===== config.mk =====
export PLATFORM = sky130hd
export DESIGN_NAME = olirs_cell
export DESIGN_NICKNAME = d
export VERILOG_FILES = /design/src/sv/olirs_pkg.sv /design/src/sv/olirs_cell.sv
export SDC_FILE = /design/constraint.sdc
export NUM_CORES = 1
export LEC_CHECK = 0
export BUFFER_PORTS_ARGS = -buffer_cell sky130_fd_sc_hd__buf_2
export CORE_MARGIN = 4
export CORE_UTILIZATION = 42
export CTS_CLUSTER_DIAMETER = 120
export CTS_CLUSTER_SIZE = 25
export DETAILED_ROUTE_END_ITERATION = 7
export PLACE_DENSITY = 0.88
export SLEW_MARGIN = 5
export SYNTH_ARGS = -nofsm -noshare
export SYNTH_HDL_FRONTEND = slang
export SYNTH_SLANG_ARGS = --single-unit

===== constraint.sdc =====
create_clock -name i_clk -period 3 [get_ports i_clk]
set_input_delay 0.3 -clock i_clk [delete_from_list [all_inputs] [get_ports i_clk]]
set_output_delay 0.3 -clock i_clk [all_outputs]
set_load 0.05 [all_outputs]

===== src/sv/olirs_pkg.sv =====
`default_nettype none

package olirs_pkg;

    localparam int CAPACITY_DEF    = 64;
    localparam int VALUE_WIDTH_DEF = 32;

    localparam int CMD_W    = 3;
    localparam int STATUS_W = 2;

    localparam logic [CMD_W-1:0] CMD_CLEAR  = 3'd0;
    localparam logic [CMD_W-1:0] CMD_INSERT = 3'd1;
    localparam logic [CMD_W-1:0] CMD_REMOVE = 3'd2;
    localparam logic [CMD_W-1:0] CMD_SEARCH = 3'd3;
    localparam logic [CMD_W-1:0] CMD_READ   = 3'd4;

    localparam logic [STATUS_W-1:0] ST_OK      = 2'd0;
    localparam logic [STATUS_W-1:0] ST_FULL    = 2'd1;
    localparam logic [STATUS_W-1:0] ST_RANGE   = 2'd2;
    localparam logic [STATUS_W-1:0] ST_MISSING = 2'd3;

    typedef enum logic [1:0] {
        SH_HOLD,
        SH_INSERT,
        SH_REMOVE
    } t_shift_op;

    typedef struct packed {
        t_shift_op op;        // applied in the cycle a request is accepted
        logic      scan_read; // scan wave looks for a position, not a value
    } t_cell_ctrl;

endpackage

`default_nettype wire


===== src/sv/olirs_cell.sv =====
`default_nettype none

module olirs_cell #(
    parameter int IDX = 0,
    parameter int IW  = 6,
    parameter int CW  = 7,
    parameter int VW  = 32
) (
    input  wire                  i_clk,
    input  wire                  i_rst_n,
    input  olirs_pkg::t_cell_ctrl i_ctrl,
    input  wire  [CW-1:0]        i_shift_pos,
    input  wire  [CW-1:0]        i_scan_pos,
    input  wire  [CW-1:0]        i_count,
    input  wire  [VW-1:0]        i_ins_val,
    input  wire  [VW-1:0]        i_key,
    input  wire  [VW-1:0]        i_left,
    input  wire  [VW-1:0]        i_right,
    output logic [VW-1:0]        o_value,
    input  wire                  i_c_vld,
    input  wire                  i_c_hit,
    input  wire  [IW-1:0]        i_c_idx,
    input  wire  [VW-1:0]        i_c_val,
    output logic                 o_c_vld,
    output logic                 o_c_hit,
    output logic [IW-1:0]        o_c_idx,
    output logic [VW-1:0]        o_c_val
);
    import olirs_pkg::*;

    localparam logic [CW-1:0] K = CW'(IDX);

    logic [VW-1:0] r_value;
    logic [VW-1:0] n_value;
    logic          my_hit;

    always_comb begin
        n_value = r_value;
        case (i_ctrl.op)
            SH_INSERT: begin
                if (K == i_shift_pos) begin
                    n_value = i_ins_val;
                end else if (K > i_shift_pos) begin
                    n_value = i_left;
                end
            end
            SH_REMOVE: begin
                if (K >= i_shift_pos) begin
                    n_value = i_right;
                end
            end
            default: n_value = r_value;
        endcase
    end

    assign my_hit = (K < i_count) &&
                    (i_ctrl.scan_read ? (K == i_scan_pos) : (r_value == i_key));

    always_ff @(posedge i_clk) begin
        r_value <= n_value;
        if (!i_rst_n) begin
            o_c_vld <= 1'b0;
        end else begin
            o_c_vld <= i_c_vld;
        end
        if (i_c_vld) begin
            o_c_hit <= i_c_hit || my_hit;
            // earlier cell already hit: the first hit wins
            if (!i_c_hit && my_hit) begin
                o_c_idx <= IW'(IDX);
                o_c_val <= r_value;
            end else begin
                o_c_idx <= i_c_idx;
                o_c_val <= i_c_val;
            end
        end
    end

    assign o_value = r_value;

endmodule

`default_nettype wire


# == Word level (Yosys, flattened, before mapping) ==
# Index checks and enable logic that the tools add are counted.
# word_totals
elab_cells,27
reg_bits,72
inputBits,194
out_inout_bits,72
# op_classes
eq_ne,5
magnitude_cmp,3
muxes,6
reduce_logical,8
# ops
operator,count
$mux 32,4
$pmux 32 s2,1
$eq 32x32->1,1
$logic_not 7->1,2
$ge 1x7->1 const A,1
$gt 1x7->1 const A,1
$lt 1x7->1 const A,1
$ne 3x3->1 const B,1
$reduce_and 3->1,1
$eq 2x1->1 const B,1
$eq 2x2->1 const B,1
$logic_and 1x1->1,2
$ne 2x2->1 const B,1
$reduce_bool 2->1,1
$logic_not 1->1,1
$logic_or 1x1->1,1
$mux 1,1

# == Logic depth before layout (Yosys ltp) ==
# Gate-level depths: netlist of run 1.
# logic_depth
word_depth,5
ltp_mapped,7
ltp_nobuf,5

# == Least setup slack after synthesis of run 1 ==
# Ideal clock, no wire load.
# synth_path
kind,input-to-reg
startpoint,input i_shift_pos[4]
endpoint,"register r_value[0], in the netlist o_value[0] (enable)"
setup_slack_ns,0.104
setup_time_ns,0.421
path_stages,4
arrival_ns,2.475
n_path_buf,1
required_time_ns,2.579
cell_sequence,nor4_1 -> nand2_1 -> buf_1 -> nor2_1
# synth_between
elab_chain_cells,3
word_cells_on_any_way,6
cone_classes,order compare: 2; eq/ne: 2; reduce/logical: 2
# synth_rtl
element,line,source
from (decl),olirs_cell.sv:12,"input wire [CW-1:0] i_shift_pos,"
"$gt 1x7->1, or another cell as far along",olirs_cell.sv:43,end else if (K > i_shift_pos) begin
$ne 3x3->1 (no line) or $ne 2x2->1 (tied branches),-,
$reduce_and 3->1 (no line) (*),-,
to (signal assigned),olirs_cell.sv:60,r_value <= n_value;
to (decl),olirs_cell.sv:33,logic [VW-1:0] r_value;
# Every way passes the cells marked *; elsewhere a longest branch is shown, timed or not.
# A chain may end at the register's enable or synchronous reset.

# == Final worst setup path of run 1 ==
# layout_path
startpoint,"register r_value[17], in the netlist o_value[17]"
endpoint,register o_c_val[0] (data pin)
# layout_between
elab_chain_cells,5
# layout_rtl
element,line,source
$eq 32x32->1,olirs_cell.sv:57,(i_ctrl.scan_read ? (K == i_scan_pos) : (r_value == i_key));
$mux 1,olirs_cell.sv:57,
$logic_and 1x1->1,olirs_cell.sv:56,assign my_hit = (K < i_count) &&
$logic_and 1x1->1,olirs_cell.sv:69,if (!i_c_hit && my_hit) begin
$mux 32,olirs_cell.sv:69,
to (signal assigned),olirs_cell.sv:71,o_c_val <= r_value;
to (signal assigned),olirs_cell.sv:74,o_c_val <= i_c_val;
to (decl),olirs_cell.sv:27,output logic [VW-1:0] o_c_val
# No other way between the ends.

==> metrics, run 1 <==
PwrDens=413 mW/mm2; Syn Area/Cell=9.01 um2; Netlist Area Pre-Place=0.00517 mm2; Post-synth top cells=97 x nand2_1, 88 x o21ai_0, 71 x edfxtp_1; worst hold path type=in -> reg; Netlist cell types=28; worst path required time=3.19 ns; Final min period=2.24 ns; ys flop type=edfxtp_1; number of rows created at floorplan=40; WP data arrival=2.43 ns; critical path endpoint category=flip-flop; Pins Over Slew Limit=0; dpl hpwl=12,900 um; initial antenna violation count=1; final wirelength=17,400 um; routed len/inst=18.0 um; num ports=266; PortBufs=265; Fin. Hold Viols=0; DRC Markers=0; Post-synth EDFFs=71; Fin Clk Skew=0.00768 ns; Peak VDD IR=0.194 mV; clock latency on the worst-skew pair=0.33 ns; grt total ovfl=0; met2 routed WL=8460 um; H-tree Lvls=3; Ant. Diodes=0; core box area=0.0120 mm2; Post-DRT Antenna Nets=0; Yosys top cell by area=edfxtp_1; status=complete, no violations; Clock Path Buffers=2; CTS sink cnt=72; TritonCTS Buffers=9; top cell type's share of synthesized area=41.2%; post-cts repair resize count=0; Mapped Nets=768; met3 wire len=1670 um; RSZ-0062 raised after global routing=no; DRT iter0 DRCs=337; first-pass GRT wire length=26,400 um; Vias=5,265; Pleak=3.15 nW; critical-path maximum fanout=32; Post-Syn Instances=574; CTS tree=done; Via density=5.45; largest net degree at the start of global routing=67; sequential share of the synthesized area=41.6%; placed cell count=950; final number of setup-violating endpoints=0; Die Footprint=0.0141 mm2; Post-synth ARST share=0%; non-filler cells, final=966; share of cells above drive strength 1=36.6%; root buf cell=clkbuf_16; slew at the pin closest to its max-slew limit=0.981 ns; initial core utilization=43.0%; synth warn=0; nature of the critical path startpoint=flip-flop; Setup CP Type=reg -> reg; Worst slew margin=34.6%; # hold bufs at CTS=0; Yosys reg bits=72; met1 WL=6770 um; max_cap viols=0; synth top area cells=edfxtp_1 41%, o21ai_0 8.5%, nor2b_1 7.9%; NumNets Final=1,008; first drt pass iteration count=5; Die W=119 um; Setup Buffers After CTS=0; most frequent cell after synthesis=nand2_1; final weighted congestion in routability-driven placement=0.893; setup TNS=0 ns; Final Cycle Share=74.7%; Max Used Layer=met5; vias in the first global route=4,971; GR Util All Layers=23.5%; Max Clk Rate=446 MHz; Die H=119 um; Reg clk slew, reported paths=0.06 ns; Syn-to-layout area delta=32.6%
## stage by stage
stage	hold WS, ns	instance area, um2	utilization [%]	setup slack, ns	power [mW]
after global routing	0.171	6860	57.1	0.583	2.96
final	0.174	6860	57.1	0.758	2.83
after floorplan	0.412	5170	-	0.104	1.58
after global placement	0.507	6570	54.7	0.741	1.81
after CTS	0.167	6860	57.1	0.703	2.85
after detailed placement	0.513	6570	54.7	0.712	1.82
## kinds of logic (layout without fill, tap and decap cells)
logic type / count (synthesis) / after routing / share of synthesized area [%]
buffers and inverters: 51 / 296 / 4.84
xor gates and xnor gates: 33 / 33 / 5.59
muxes: 32 / 32 / 6.20
DFF: 72 / 72 / 41.6
and+or+nand+nor: 249 / 249 / 25.0
AOI/OAI and AO/OA: 137 / 137 / 16.8
## worst max-delay path, cell delays in order, from the launching register on
cell      delay (ns)
edfxtp_1        0.43
xor2_1          0.17
nor4_1          0.57
and4_1          0.31
buf_4           0.37
nand4_1         0.16
nand3_1         0.10
## sequential cells by signal, summed over array words and instances, names as in the netlist
name / cells
o_c_vld: 1
o_c_hit: 1
o_value: 32
o_c_idx: 6
o_c_val: 32
## layer usage
layer / track usage [%] / vias up
li1: - / 2565
met1: 29.9 / 2353
met2: 39.3 / 314
met3: 5.65 / 31
met4: 7.97 / 2
met5: 0 / -
## worst paths after layout
path	slack, ns	cells past startpoint	endpoint	startpoint
worst max-delay path	0.76	6	o_c_val[0]	o_value[17]
worst min register to register	0.84	3	o_c_val[22]	o_value[22]
worst max register to register	0.76	6	o_c_val[0]	o_value[17]
worst min-delay path	0.17	2	o_c_vld	i_rst_n
## cell usage in the layout, fill, tap and decap left out
cell	n
and4_1	2
clkinv_2	3
nor2_1	1
nor2b_1	64
and2_1	1
xor2_1	32
buf_12	1
nor4_4	1
or2_1	1
a21o_1	2
o21ai_1	8
bufinv_16	1
a21boi_0	6
xnor2_1	1
mux2i_1	32
o21ai_0	88
clkbuf_1	3
nand2_1	96
or4_4	1
nor4_1	10
nand3_1	32
buf_4	14
nor2b_4	1
nor3_1	2
o211a_1	32
clkbuf_16	9
buf_2	265
nor2_2	2
edfxtp_1	71
nand2_2	1
dfxtp_1	1
a21boi_2	1
nand4_1	34
## final cells by class
| type | instances | area, um2 |
|---|---|---|
| flip-flops and latches | 72 | 2150 |
| clock buffers | 12 | 236 |
| well taps | 147 | 184 |
| multi-input cells | 451 | 2790 |
| repair buffers | 280 | 1450 |
| clock inverters | 4 | 45.0 |
| fillers | 1111 | 5160 |
## power breakdown
group / switching, mW / internal [mW]
logic: 0.385 / 0.233
registers: 0.0148 / 1.17
clock network: 0.393 / 0.640
No activity file was read; power rests on OpenSTA's default activity.
==> run 2, diff against run 1 <==
--- a/config.mk
+++ b/config.mk
@@ -5,13 +5,14 @@
 export SDC_FILE = /design/constraint.sdc
 export NUM_CORES = 1
 export LEC_CHECK = 0
+export ABC_AREA = 1
 export BUFFER_PORTS_ARGS = -buffer_cell sky130_fd_sc_hd__buf_2
 export CORE_MARGIN = 4
-export CORE_UTILIZATION = 42
+export CORE_UTILIZATION = 38
 export CTS_CLUSTER_DIAMETER = 120
 export CTS_CLUSTER_SIZE = 25
 export DETAILED_ROUTE_END_ITERATION = 7
-export PLACE_DENSITY = 0.88
+export PLACE_DENSITY = 0.87
 export SLEW_MARGIN = 5
 export SYNTH_ARGS = -nofsm -noshare
 export SYNTH_HDL_FRONTEND = slang
==> constraint.sdc (replaced) <==
create_clock -name i_clk -period 2 [get_ports i_clk]
set_input_delay 0.2 -clock i_clk [delete_from_list [all_inputs] [get_ports i_clk]]
set_output_delay 0.2 -clock i_clk [all_outputs]
set_load 0.05 [all_outputs]
==> run 2 against run 1 <==
  * Die area is 16% lower
  * Synthesized cell count is 22% lower
  * Critical endpoint is now o_c_val[17]
  * Register-to-register slack worse by 0.61 ns
  * Highest routed layer is now met4
==> metrics, run 2 <==
status=complete, no violations; PortBufs=265 (unchanged); Top cell by count, worst path=nand2_1; max_cap viols=0 (unchanged); CTS sink cnt=72 (unchanged); worst hold path type=in -> reg; critical path endpoint category=flip-flop; top cell type's share of synthesized area=54.8% (+14 points); Worst slew margin=61.8% (+27 points); share of cells above drive strength 1=44.1% (+7.5 points); H-tree Lvls=3 (unchanged); Syn Area/Cell=8.72 um2 (-3.1%); Netlist cell types=22 (-21%); CP startpoint=o_value[28]; most frequent cell after synthesis=nand2_1; number of rows created at floorplan=36 (-10%); CP Depth=11 (+5); DRC Markers=0 (unchanged); Syn-to-layout area delta=47.7%; Post-synth ARST share=0% (unchanged); delay-heaviest family, CP=simple AND/OR/NAND/NOR gates; slowest cell on the critical path=edfxtp_1; synth top area cells=edfxtp_1 55%, nand2_1 17%, xnor2_1 5.9%; final number of setup-violating endpoints=0 (unchanged); # hold bufs at CTS=0 (unchanged); Pleak=2.83 nW (-10%); critical-path maximum fanout=38 (+19%); Final min period=1.85 ns (-0.395 ns); Fin Clk Skew=0.0169 ns (+0.00920 ns); ys flop type=edfxtp_1; largest net degree at the start of global routing=65 (-3.0%); commonest cells after routing, fill and taps aside=265 x buf_2, 176 x nand2_1, 71 x edfxtp_1; core box area=0.00986 mm2 (-18%); first drt pass iteration count=4 (-1); Via density=4.76 (-13%); Post-synth top cells=179 x nand2_1, 71 x edfxtp_1, 46 x nor2_1; R2R Path End=o_c_val[17]; Max Clk Rate=541 MHz (+21%); commonest non-fill, non-tap cell in the layout=buf_2; Yosys top cell by area=edfxtp_1; Reg2Reg Setup Slack=0.15 ns (-0.61 ns); NumNets Final=914 (-9.3%); PwrDens=673 mW/mm2 (+63%); sequential share of the synthesized area=55.3% (+14 points); routed len/inst=14.9 um (-17%); nature of the critical path startpoint=flip-flop; non-filler cells, final=858 (-11%); Yosys reg bits=72 (unchanged); final wirelength=12,800 um (-26%); root buf cell=clkbuf_8; first-pass GRT wire length=18,300 um (-31%); WP data arrival=1.95 ns (-0.48 ns); num ports=266 (unchanged); Register-to-Register Path Depth=11 (+5); Die H=109 um (-8.2%); Die W=109 um (-8.2%); slew at the pin closest to its max-slew limit=0.573 ns (-0.408 ns); crit path cell chain=xnor2_1 > nand2_1 > nor2_1 > nand2_1 > nor2_1 > nand2_1 > nand2_2 > nand3_2 > buf_12 > nand2_1 > nand2_1; hold depth=3 (+1); initial core utilization=39.4% (-3.6 points); Ant. Diodes=0 (unchanged); Endpoint, Worst Hold=o_c_vld; DRT iter0 DRCs=169 (-50%); placed cell count=829 (-13%); Final Cycle Share=92.4% (+18 points); Clock Path Buffers=2 (unchanged); Post-synth EDFFs=71 (unchanged); setup TNS=0 ns (unchanged); dpl hpwl=10,200 um (-21%); TritonCTS Buffers=9 (unchanged); Peak VDD IR=0.436 mV (+120%); clock latency on the worst-skew pair=0.34 ns (about the same); Fin. Hold Viols=0 (unchanged); Post-DRT Antenna Nets=0 (unchanged); Setup CP Type=reg -> reg; Reg clk slew, reported paths=0.09 ns (+0.03 ns); Worst Hold Launch=i_rst_n; GR Util All Layers=20.0% (-3.5 points); grt total ovfl=0 (unchanged); Die Footprint=0.0119 mm2 (-16%); Netlist Area Pre-Place=0.00389 mm2 (-25%); reg-to-reg startpoint=o_value[28]; delay of the slowest critical-path stage=0.45 ns (-0.12 ns); Vias=4,080 (-23%); vias in the first global route=3,726 (-25%); Mapped Nets=640 (-17%); Buf/Inv on CP=1 (unchanged); Post-Syn Instances=446 (-22%); Pins Over Slew Limit=0 (unchanged); worst path required time=2.10 ns (-1.09 ns); CTS tree=done; initial antenna violation count=0 (-1); final weighted congestion in routability-driven placement=0.882 (-1.2%); synth warn=0 (unchanged)
run 2: cell count changes after synthesis, moves of 32 or more:
cell and change:
nand2_1 +82, o21ai_0 -88, xor2_1 -32, nor2b_1 -65
o211a_1 -32, mux2i_1 -32, nor2_1 +43, a31oi_1 +32
run 2: stage by stage:
stage	power [mW]	setup WS [ns]	cell area (um2)	util (%)	hold WS, ns
6_report	3.87	0.153	5750	58.3	0.0325
2_1_floorplan	2.19	0.00685	3900	-	0.293
4_1_cts	3.90	0.0915	5630	57.1	0.0221
3_3_place_gp	2.49	0.161	5390	54.6	0.381
5_1_grt	4.04	-0.0309	5750	58.3	0.0255
3_5_place_dp	2.50	0.117	5390	54.6	0.385
run 2: how the worst max path moves through the flow:
stage,endpoint,slack [ns]
after floorplan,o_c_val[17],0.007
after global placement,o_c_val[18],0.16
after detailed placement,o_c_val[0],0.12
after CTS,o_c_val[0],0.09
after global routing,o_c_val[26],-0.03
final,o_c_val[17],0.15
run 2: repair_timing:
item | in CTS | in global routing
endpoints found under the setup margin | 0 | 39
buffers inserted | 0 | 13
resized for setup | 0 | 6
run 2: metal layers:
layer	part of all wire, %	vias to the layer above	global-route usage [%]
met5	0	-	0
met4	1.7	0	5.52
met3	7.5	18	3.49
met2	52	185	34.6
met1	39	1820	26.0
li1	-	2057	-
run 2: kinds of logic (layout without fill, tap and decap cells):
group | after synthesis | in the layout | share of synthesized area (%)
and+or+nand+nor | 265 | 265 | 28.1
AOI/OAI and AO/OA | 34 | 34 | 5.50
xor gates and xnor gates | 26 | 26 | 5.85
buffers and inverters | 49 | 328 | 5.21
DFF | 72 | 72 | 55.3
run 2: cell type report:
cell class | count | area (um2)
Clock buffer | 9 | 124
Fill cell | 885 | 4120
Clock inverter | 7 | 119
Timing Repair Buffer | 289 | 1540
Sequential cell | 72 | 2150
Multi-Input combinational cell | 325 | 1570
Inverter | 23 | 86.3
Tap cell | 133 | 166
run 2: where the power goes:
| part | internal (mW) | switching, mW |
|---|---|---|
| combinational | 0.271 | 0.453 |
| sequential | 1.73 | 0.0155 |
| clock | 0.831 | 0.564 |
| total | 2.84 | 1.03 |
run 2: tightest hold or removal path: stages:
cell and delay [ns]:
buf_2 0.07, nand2_1 0.04, inv_1 0.04
==> run 3, diff against run 2 <==
--- a/config.mk
+++ b/config.mk
@@ -7,12 +7,12 @@
 export LEC_CHECK = 0
 export ABC_AREA = 1
 export BUFFER_PORTS_ARGS = -buffer_cell sky130_fd_sc_hd__buf_2
-export CORE_MARGIN = 4
-export CORE_UTILIZATION = 38
+export CORE_AREA = 4 4 101 103
 export CTS_CLUSTER_DIAMETER = 120
 export CTS_CLUSTER_SIZE = 25
 export DETAILED_ROUTE_END_ITERATION = 7
-export PLACE_DENSITY = 0.87
+export DIE_AREA = 0 0 105 107
+export PLACE_DENSITY = 0.91
 export SLEW_MARGIN = 5
 export SYNTH_ARGS = -nofsm -noshare
 export SYNTH_HDL_FRONTEND = slang
==> constraint.sdc (replaced) <==
create_clock -name i_clk -period 2.2 [get_ports i_clk]
set_input_delay 0.22 -clock i_clk [delete_from_list [all_inputs] [get_ports i_clk]]
set_output_delay 0.22 -clock i_clk [all_outputs]
set_load 0.05 [all_outputs]
==> run 3 against run 2 <==
  * Sequential share of layout area rose by 1.3 points
  * Clock skew fell by 0.0036 ns
  * Clock power fell by 29%
  * Largest power group unchanged
==> metrics, run 3 (same netlist as run 2, synthesis figures left out) <==
routed len/inst=15.3 um (+2.4%); WP data arrival=2.06 ns (+0.11 ns); grt total ovfl=0 (unchanged); first drt pass iteration count=4 (unchanged); Reg clk slew, reported paths=0.08 ns (about the same); first-pass GRT wire length=18,700 um (+2.3%); R2R Path End=o_c_val[22]; Syn-to-layout area delta=42.7%; TritonCTS Buffers=9 (unchanged); Hold WS=0.0721 ns (+0.0395 ns); PortBufs=265 (unchanged); CTS tree=done; num ports=266 (unchanged); NumNets Final=902 (-1.3%); Register-to-Register Path Depth=11 (unchanged); Multi-input gate area=0.00155 mm2 (-1.1%); Worst slew margin=42.0% (-20 points); Pins Over Slew Limit=0 (unchanged); initial antenna violation count=0 (unchanged); Clock Path Buffers=2 (unchanged); nature of the critical path startpoint=flip-flop; Setup Buffers After CTS=0 (unchanged); commonest cells after routing, fill and taps aside=265 x buf_2, 179 x nand2_1, 71 x edfxtp_1; PwrDens=584 mW/mm2 (-13%); max_cap viols=0 (unchanged); # hold bufs at CTS=0 (unchanged); post-cts repair resize count=0 (unchanged); share of cells above drive strength 1=42.2% (-1.9 points); worst path required time=2.28 ns (+0.18 ns); Via density=4.98 (+4.6%); critical-path maximum fanout=38 (unchanged); Sequential Area=0.00215 mm2 (unchanged); Final Cycle Share=90.0% (-2.3 points); RSZ-0062 raised after global routing=no; final weighted congestion in routability-driven placement=0.900 (+2.1%); final wirelength=12,600 um (-1.7%); core box area=0.00920 mm2 (-6.8%); Peak VDD IR=0.227 mV (-48%); vias in the first global route=3,744 (+0.48%); initial core utilization=42.3% (+2.9 points); Reg2Reg Setup Slack=0.22 ns (+0.07 ns); Post-DRT Antenna Nets=0 (unchanged); slew at the pin closest to its max-slew limit=0.870 ns (+0.298 ns); reg-to-reg startpoint=o_value[16]; Die Footprint=0.0112 mm2 (-5.8%); Ant. Diodes=0 (unchanged); status=complete, no violations; Setup CP Type=reg -> reg; CTS sink cnt=72 (unchanged); number of rows created at floorplan=35 (-2.8%); hold depth=3 (unchanged); critical path endpoint category=flip-flop; Worst Hold Launch=i_rst_n; DRT iter0 DRCs=195 (+15%); worst hold path type=in -> reg; final number of setup-violating endpoints=0 (unchanged); root buf cell=clkbuf_8; Vias=4,100 (+0.49%); Die H=107 um (-2.0%); Max Clk Rate=505 MHz (-6.7%); largest net degree at the start of global routing=47 (-28%); Final min period=1.98 ns (+0.134 ns); commonest non-fill, non-tap cell in the layout=buf_2; DRC Markers=0 (unchanged); # fillers=824 (-6.9%); Fin Clk Skew=0.0133 ns (-0.00364 ns); Endpoint, Worst Hold=o_c_vld; setup TNS=0 ns (unchanged); clock latency on the worst-skew pair=0.33 ns (about the same); Die W=105 um (-3.8%); H-tree Lvls=3 (unchanged); Fin. Hold Viols=0 (unchanged); GR Util All Layers=21.2% (+1.2 points); Pleak=2.74 nW (-3.2%); dpl hpwl=10,300 um (+0.98%)
run 3: layer usage:
| metal | track usage (%) | share of wire, % | vias up |
|---|---|---|---|
| li1 | - | - | 2029 |
| met1 | 25.6 | 39 | 1855 |
| met2 | 37.0 | 52 | 195 |
| met3 | 3.79 | 6.6 | 21 |
| met4 | 9.56 | 2.6 | 0 |
| met5 | 0 | 0 | - |
run 3: critical path, cell delays in order (launching register included):
cell and delay, ns:
edfxtp_1 0.45, xnor2_1 0.20, nand2_1 0.10, nor2_1 0.13, nand2_1 0.10, nor2_1 0.12
nand2_1 0.08, nand2_2 0.08, nand3_2 0.05, buf_4 0.26, nand2_1 0.10, nand2_1 0.07
run 3: worst max-delay path by stage:
stage	end	slack [ns]	startpoint
after floorplan	o_c_val[17]	0.21	o_value[19]
after global placement	o_c_val[25]	0.28	o_value[16]
after detailed placement	o_c_val[13]	0.23	o_value[16]
after CTS	o_c_val[22]	0.22	o_value[16]
after global routing	o_c_val[22]	0.05	o_value[16]
final	o_c_val[22]	0.22	o_value[16]
run 3: power by group:
| part | internal [mW] | leakage, nW | switching (mW) |
|---|---|---|---|
| sequential | 1.58 | 0.687 | 0.0140 |
| clock | 0.512 | 0.0917 | 0.480 |
| combinational | 0.245 | 1.96 | 0.413 |
| total | 2.33 | 2.74 | 0.908 |
run 3: area by class of cell:
cell class	instances	share of cell area (%)
well taps	111	2.50
repair buffers	277	26.0
flip-flops and latches	72	38.8
inverters	23	1.55
clock inverters	7	1.13
multi-input cells	325	27.9
clock buffers	9	2.23
run 3: metrics by stage:
stage	power [mW]	instances	util, %	worst slack (ns)	cell area, um2
4_1_cts	3.27	824	60.4	0.218	5550
3_5_place_dp	2.28	808	58.4	0.227	5370
5_1_grt	3.39	824	60.4	0.0461	5550
2_1_floorplan	1.99	446	-	0.207	3900
3_3_place_gp	2.27	808	58.4	0.278	5370
6_report	3.24	824	60.4	0.219	5550
